--- src/tks_pkg.sv ---
// ----------------------------------------------------------------------------
// tks_pkg
// Shared codes, formats and controller/datapath interface types for the
// touch kinetic scroller.
// ----------------------------------------------------------------------------
`default_nettype none

package tks_pkg;

	localparam logic [1:0] OP_PRESS   = 2'd0;
	localparam logic [1:0] OP_RELEASE = 2'd1;
	localparam logic [1:0] OP_MOVE    = 2'd2;
	localparam logic [1:0] OP_TICK    = 2'd3;

	localparam logic [1:0] MODE_IDLE   = 2'd0;
	localparam logic [1:0] MODE_WAIT   = 2'd1;
	localparam logic [1:0] MODE_SCROLL = 2'd2;
	localparam logic [1:0] MODE_KIN    = 2'd3;

	localparam logic [1:0] CFG_THRESHOLD = 2'd0;
	localparam logic [1:0] CFG_GAIN      = 2'd1;
	localparam logic [1:0] CFG_FRAME     = 2'd2;
	localparam logic [1:0] CFG_DECEL     = 2'd3;

	localparam int CFG_W   = 24;
	localparam int VEL_W   = 32;
	localparam int SPEED_W = 32;
	localparam int DIR_W   = 16;
	localparam int DIR_FRAC = 14;

	typedef enum logic [3:0] {
		S_IDLE,
		S_DISPATCH,
		S_WCMP,
		S_MSQ,
		S_SQRT_GO,
		S_SQRT_RUN,
		S_DIV_GO,
		S_DIV_RUN,
		S_REL_FIN,
		S_TICK_MUL2,
		S_TICK_FIN,
		S_DONE
	} state_t;

	typedef struct packed {
		logic       cap;
		logic       press;
		logic       clr_res;
		logic       wsq;
		logic       move;
		logic       from_origin;
		logic       msq;
		logic       sqrt_start;
		logic       sqrt_take;
		logic       div_start;
		logic       div_take;
		logic       rel_fin;
		logic       tick_mul;
		logic       tick_mul2;
		logic       tick_fin;
		logic       tick_low;
		logic       out_load;
		logic [1:0] idx;
		logic       comp;
	} cmd_t;

	typedef struct packed {
		logic [1:0] op;
		logic [1:0] mode;
		logic       thr_ok;
		logic       speed_ok;
		logic       m0_zero;
		logic       sqrt_busy;
		logic       div_busy;
	} status_t;

endpackage

`default_nettype wire

--- src/tks_ctrl.sv ---
// ----------------------------------------------------------------------------
// tks_ctrl
// Sequencer of the touch kinetic scroller: decodes each transaction and
// steps the datapath through it, then hands the result to the output.
// ----------------------------------------------------------------------------
`default_nettype none

module tks_ctrl (
	input  wire logic             clk,
	input  wire logic             arst_n,
	input  wire logic             in_valid,
	output logic                  in_stall,
	output logic                  out_valid,
	input  wire logic             out_stall,
	input  wire tks_pkg::status_t status,
	output tks_pkg::cmd_t         cmd
);

	tks_pkg::state_t state_q, state_d;
	logic [1:0]      idx_q, idx_d;
	logic            comp_q, comp_d;
	logic            out_valid_q, out_valid_d;

	always_ff @(posedge clk or negedge arst_n) begin
		if (!arst_n) begin
			state_q     <= tks_pkg::S_IDLE;
			idx_q       <= '0;
			comp_q      <= 1'b0;
			out_valid_q <= 1'b0;
		end else begin
			state_q     <= state_d;
			idx_q       <= idx_d;
			comp_q      <= comp_d;
			out_valid_q <= out_valid_d;
		end
	end

	always_comb begin
		state_d     = state_q;
		idx_d       = idx_q;
		comp_d      = comp_q;
		out_valid_d = out_valid_q && out_stall;
		cmd         = '0;
		cmd.idx     = idx_q;
		cmd.comp    = comp_q;
		unique case (state_q)
			tks_pkg::S_IDLE: begin
				if (in_valid) begin
					cmd.cap = 1'b1;
					state_d = tks_pkg::S_DISPATCH;
				end
			end
			tks_pkg::S_DISPATCH: begin
				state_d = tks_pkg::S_DONE;
				unique case (status.op)
					tks_pkg::OP_PRESS: cmd.press = 1'b1;
					tks_pkg::OP_RELEASE: begin
						if (status.mode == tks_pkg::MODE_SCROLL) begin
							idx_d   = 2'd0;
							state_d = tks_pkg::S_MSQ;
						end else begin
							cmd.clr_res = 1'b1;
						end
					end
					tks_pkg::OP_MOVE: begin
						if (status.mode == tks_pkg::MODE_WAIT) begin
							cmd.wsq = 1'b1;
							state_d = tks_pkg::S_WCMP;
						end else if (status.mode == tks_pkg::MODE_SCROLL) begin
							cmd.move = 1'b1;
						end else begin
							cmd.clr_res = 1'b1;
						end
					end
					tks_pkg::OP_TICK: begin
						if (status.mode != tks_pkg::MODE_KIN) begin
							cmd.clr_res = 1'b1;
						end else if (status.speed_ok) begin
							cmd.tick_mul = 1'b1;
							state_d      = tks_pkg::S_TICK_MUL2;
						end else begin
							cmd.tick_low = 1'b1;
						end
					end
				endcase
			end
			tks_pkg::S_WCMP: begin
				if (status.thr_ok) begin
					cmd.move        = 1'b1;
					cmd.from_origin = 1'b1;
				end else begin
					cmd.clr_res = 1'b1;
				end
				state_d = tks_pkg::S_DONE;
			end
			tks_pkg::S_MSQ: begin
				cmd.msq = 1'b1;
				state_d = tks_pkg::S_SQRT_GO;
			end
			tks_pkg::S_SQRT_GO: begin
				cmd.sqrt_start = 1'b1;
				state_d        = tks_pkg::S_SQRT_RUN;
			end
			tks_pkg::S_SQRT_RUN: begin
				if (!status.sqrt_busy) begin
					cmd.sqrt_take = 1'b1;
					if (idx_q == 2'd2) begin
						comp_d  = 1'b0;
						state_d = status.m0_zero ? tks_pkg::S_REL_FIN : tks_pkg::S_DIV_GO;
					end else begin
						idx_d   = idx_q + 2'd1;
						state_d = tks_pkg::S_MSQ;
					end
				end
			end
			tks_pkg::S_DIV_GO: begin
				cmd.div_start = 1'b1;
				state_d       = tks_pkg::S_DIV_RUN;
			end
			tks_pkg::S_DIV_RUN: begin
				if (!status.div_busy) begin
					cmd.div_take = 1'b1;
					if (comp_q) begin
						state_d = tks_pkg::S_REL_FIN;
					end else begin
						comp_d  = 1'b1;
						state_d = tks_pkg::S_DIV_GO;
					end
				end
			end
			tks_pkg::S_REL_FIN: begin
				cmd.rel_fin = 1'b1;
				state_d     = tks_pkg::S_DONE;
			end
			tks_pkg::S_TICK_MUL2: begin
				cmd.tick_mul2 = 1'b1;
				state_d       = tks_pkg::S_TICK_FIN;
			end
			tks_pkg::S_TICK_FIN: begin
				cmd.tick_fin = 1'b1;
				state_d      = tks_pkg::S_DONE;
			end
			tks_pkg::S_DONE: begin
				if (!out_valid_q || !out_stall) begin
					cmd.out_load = 1'b1;
					out_valid_d  = 1'b1;
					state_d      = tks_pkg::S_IDLE;
				end
			end
			default: state_d = tks_pkg::S_IDLE;
		endcase
	end

	assign in_stall  = (state_q != tks_pkg::S_IDLE);
	assign out_valid = out_valid_q;

endmodule

`default_nettype wire

--- config.mk ---
export PLATFORM = sky130hd
export DESIGN_NAME = tks_ctrl
export DESIGN_NICKNAME = d
export VERILOG_FILES = /design/src/tks_pkg.sv /design/src/tks_ctrl.sv
export SDC_FILE = /design/constraint.sdc
export NUM_CORES = 1
export LEC_CHECK = 0
export BUFFER_PORTS_ARGS = -buffer_cell sky130_fd_sc_hd__buf_4
export CORE_MARGIN = 1.5
export CORE_UTILIZATION = 44
export DETAILED_ROUTE_END_ITERATION = 10
export GPL_TIMING_DRIVEN = 0
export PLACE_DENSITY = 0.71
export RECOVER_POWER = 100
export SLEW_MARGIN = 20
export SYNTH_ARGS = -nofsm -noshare
export SYNTH_HDL_FRONTEND = slang
export SYNTH_SLANG_ARGS = --single-unit
export TNS_END_PERCENT = 30
--- constraint.sdc ---
create_clock -name clk -period 2.3 [get_ports clk]
set_clock_uncertainty 0.05 [all_clocks]
set_input_delay 0 -clock clk [delete_from_list [all_inputs] [get_ports clk]]
set_output_delay 0 -clock clk [all_outputs]
set_load 0.1 [all_outputs]
==> impl_metrics.ini <==
[synthesis]
yosysTopAreaCell = dfrtp_1
syn-num-nets = 124
synth.avg_cell_area_sq_um = 7.51
synthesis.area_sq_um = 803
ys_warn_count = 0
synthCells = 107
yosysMostFrequentCell = nor2_1
netlist-cell-type-count = 38
synthArstFlopShare_pct = 100
ys_top_cells_by_area = dfrtp_1, nor2_1, ha_1, nor3_1, nand2_1
synth_seq_cells = 8
ys.flop_type = dfrtp_1
ys_seq_area_share_pct = 24.9
yosys-top-cells-count = nor2_1, nand2_1, dfrtp_1
synth_edf_count = 0
synth_top_area_share_pct = 24.9

[setup_path]
r2r_start = state_q[1]
r2r_setup_slack_ns = 0.41
endpoint_kind = output pin
r2r_cells = 4
critPathKind = register to output pin
critPathMaxFanout = 10
critPathRequiredTime_ns = 2.25
cp-start-kind = register
crit-reg2reg-capture = idx_q[1]
arrival_ns = 2.02

[grt]
grt.total_usage_pct = 23.0
grt_pass1_wl_mm = 3.51
grt-ovfl-total = 0
grt_max_degree = 11
antenna_found_initial = 0
grt_pass1_vias = 823

[routing]
vias = 933
drt_wl_total_mm = 2.26
wl_per_cell_um = 13.2
route.detailed.drc = 0
drt_iter0_drc = 33
routed_via_density = 5.46
drt_pass1_iterations = 4
antenna_left = 0

[clock_tree]
post_cts_buffers = 0
cts_buffers = 3
ctsHtreeMaxLevel = 1
cts.sinks = 8
cts_buffer_depth = 2
clock_latency_ns = 0.26
clk_pin_slew_ns = 0.06
root_buffer = clkbuf_4
cts_tree = done

[final_layout]
drive_gt1_share_pct = 28.8
antenna_cells = 0
layout.nets = 165
utilization_pct = 63.0
syn_to_final_growth_pct = 35.4

[floorplanning]
core_area_sq_um = 1730
ios = 35
die_h_um = 45.7
die_x_um = 45.7
dieArea_sq_um = 2090
num_rows = 15
initial_utilization_pct = 46.5

[sta]
maxSlewViolCount = 0
post-route-min-period_ns = 2.07
hold_slack_ns = 0.0108
hold_violations = 0
fin_setup_tns_ns = 0
fin_crit_sh_pct = 90.2
fmax_mhz = 482
rsz0062_at_grt = false
worst_pin_slew_ns = 1.16
slew_headroom_pct = 22.9
final-setup-viol-count = 0

[power_and_ir_drop]
vdd_ir_drop_max_mv = 0.771
p_switching_mw = 1.13
p_clk_share_pct = 6.6
switching_share_pct = 66.7
power.internal_mw = 0.562
seqPwrFrac_pct = 16.1
combPwrFrac_pct = 77.2
p_leak_nw = 0.524
p_per_area_nw_per_um2 = 1550

[outcome]
status = complete, no violations

[min_path]
hold-path-endpoint = comp_q
hp-class = input port to register
hold_depth = 3
hold_start = status[0]

[placed_design]
port_buffers = 34
hpwlAfterDp_mm = 1.70
gp_congestion = 0.771

[run]
cap_viol_max_count = 0
## registers in the layout (all words and copies together) (netlist names)
signal / count
out_valid: 1
state_q: 4
comp_q: 1
idx_q: 2
## worst max-delay path by stage
| stage | start | to | slack, ns | depth (start not counted) |
|---|---|---|---|---|
| 2_1_floorplan | state_q[1] | cmd[13] | -0.59 | 4 |
| 3_3_place_gp | state_q[2] | cmd[16] | 0.65 | 6 |
| 3_5_place_dp | state_q[2] | cmd[16] | 0.63 | 6 |
| 4_1_cts | state_q[2] | cmd[16] | 0.35 | 6 |
| 5_1_grt | state_q[1] | cmd[13] | 0.13 | 5 |
| 6_report | state_q[1] | cmd[13] | 0.23 | 5 |
## logic make-up after synthesis
logic type / after synthesis / share of synthesized area, %
fa+ha+maj: 4 / 6.23
flops: 8 / 24.9
compound gates: 24 / 19.9
mux: 3 / 4.21
simple gates: 57 / 38.5
buf+inv: 11 / 6.23
## critical path, stage by stage (launching register included)
cell      delay [ns]
dfrtp_1         0.37
buf_2           0.22
clkbuf_1        0.35
nand2_1         0.16
nor3_1          0.18
clkbuf_2        0.49
## cell type report
type / count / area, sq um
multi-input combinational: 88 / 563
buffer: 6 / 30.0
clock buffer: 3 / 22.5
sequential: 8 / 200
fill: 194 / 639
inverter: 5 / 18.8
tap: 25 / 31.3
timing repair buffer: 36 / 221
## placed cells by master (no fill, tap or decap), types with 3 or more instances in the layout
cell | Yosys | layout
nor2_1 | 16 | 16
buf_4 | 1 | 16
clkbuf_2 | 0 | 14
nand2_1 | 9 | 9
dfrtp_1 | 8 | 8
clkbuf_1 | 1 | 7
inv_1 | 5 | 5
nand2b_1 | 5 | 5
a21oi_1 | 5 | 5
o21ai_0 | 2 | 5
nor3_1 | 7 | 4
ha_1 | 4 | 4
buf_2 | 4 | 3
a21o_1 | 3 | 3
nor3_2 | 0 | 3
a211oi_1 | 3 | 3
nand3_1 | 3 | 3
clkbuf_4 | 0 | 3
## power by group through the flow
stage	Sequential, mW	Clock, mW	Combinational [mW]
after floorplan	0.375	0	0.985
after global placement	0.273	0	1.36
after detailed placement	0.274	0	1.36
final	0.272	0.112	1.30
after CTS	0.273	0.111	1.37
after global routing	0.282	0.121	1.37
## layer usage
metal  GRT usage, %  vias to the layer above  wire, um
met4           8.57                        0        23
met3           2.38                        4       128
met5              0                        -         0
met1           31.3                      427       990
met2           37.5                       44      1120
li1               -                      458         -
## timing repair
item                      in CTS  in global routing
hold buffers                   2                  0
resized for setup              0                  0
hold endpoints to repair       9                  0
## stage by stage
stage	power [mW]	area [sq um]	setup slack, ns	instances
finish	1.69	1090	0.225	171
global route	1.78	1090	0.130	171
CTS	1.75	1150	0.351	171
detailed placement	1.64	1100	0.634	166
global placement	1.63	1100	0.654	166
floorplan	1.36	818	-0.590	107
(Power assumes the default switching activity.)
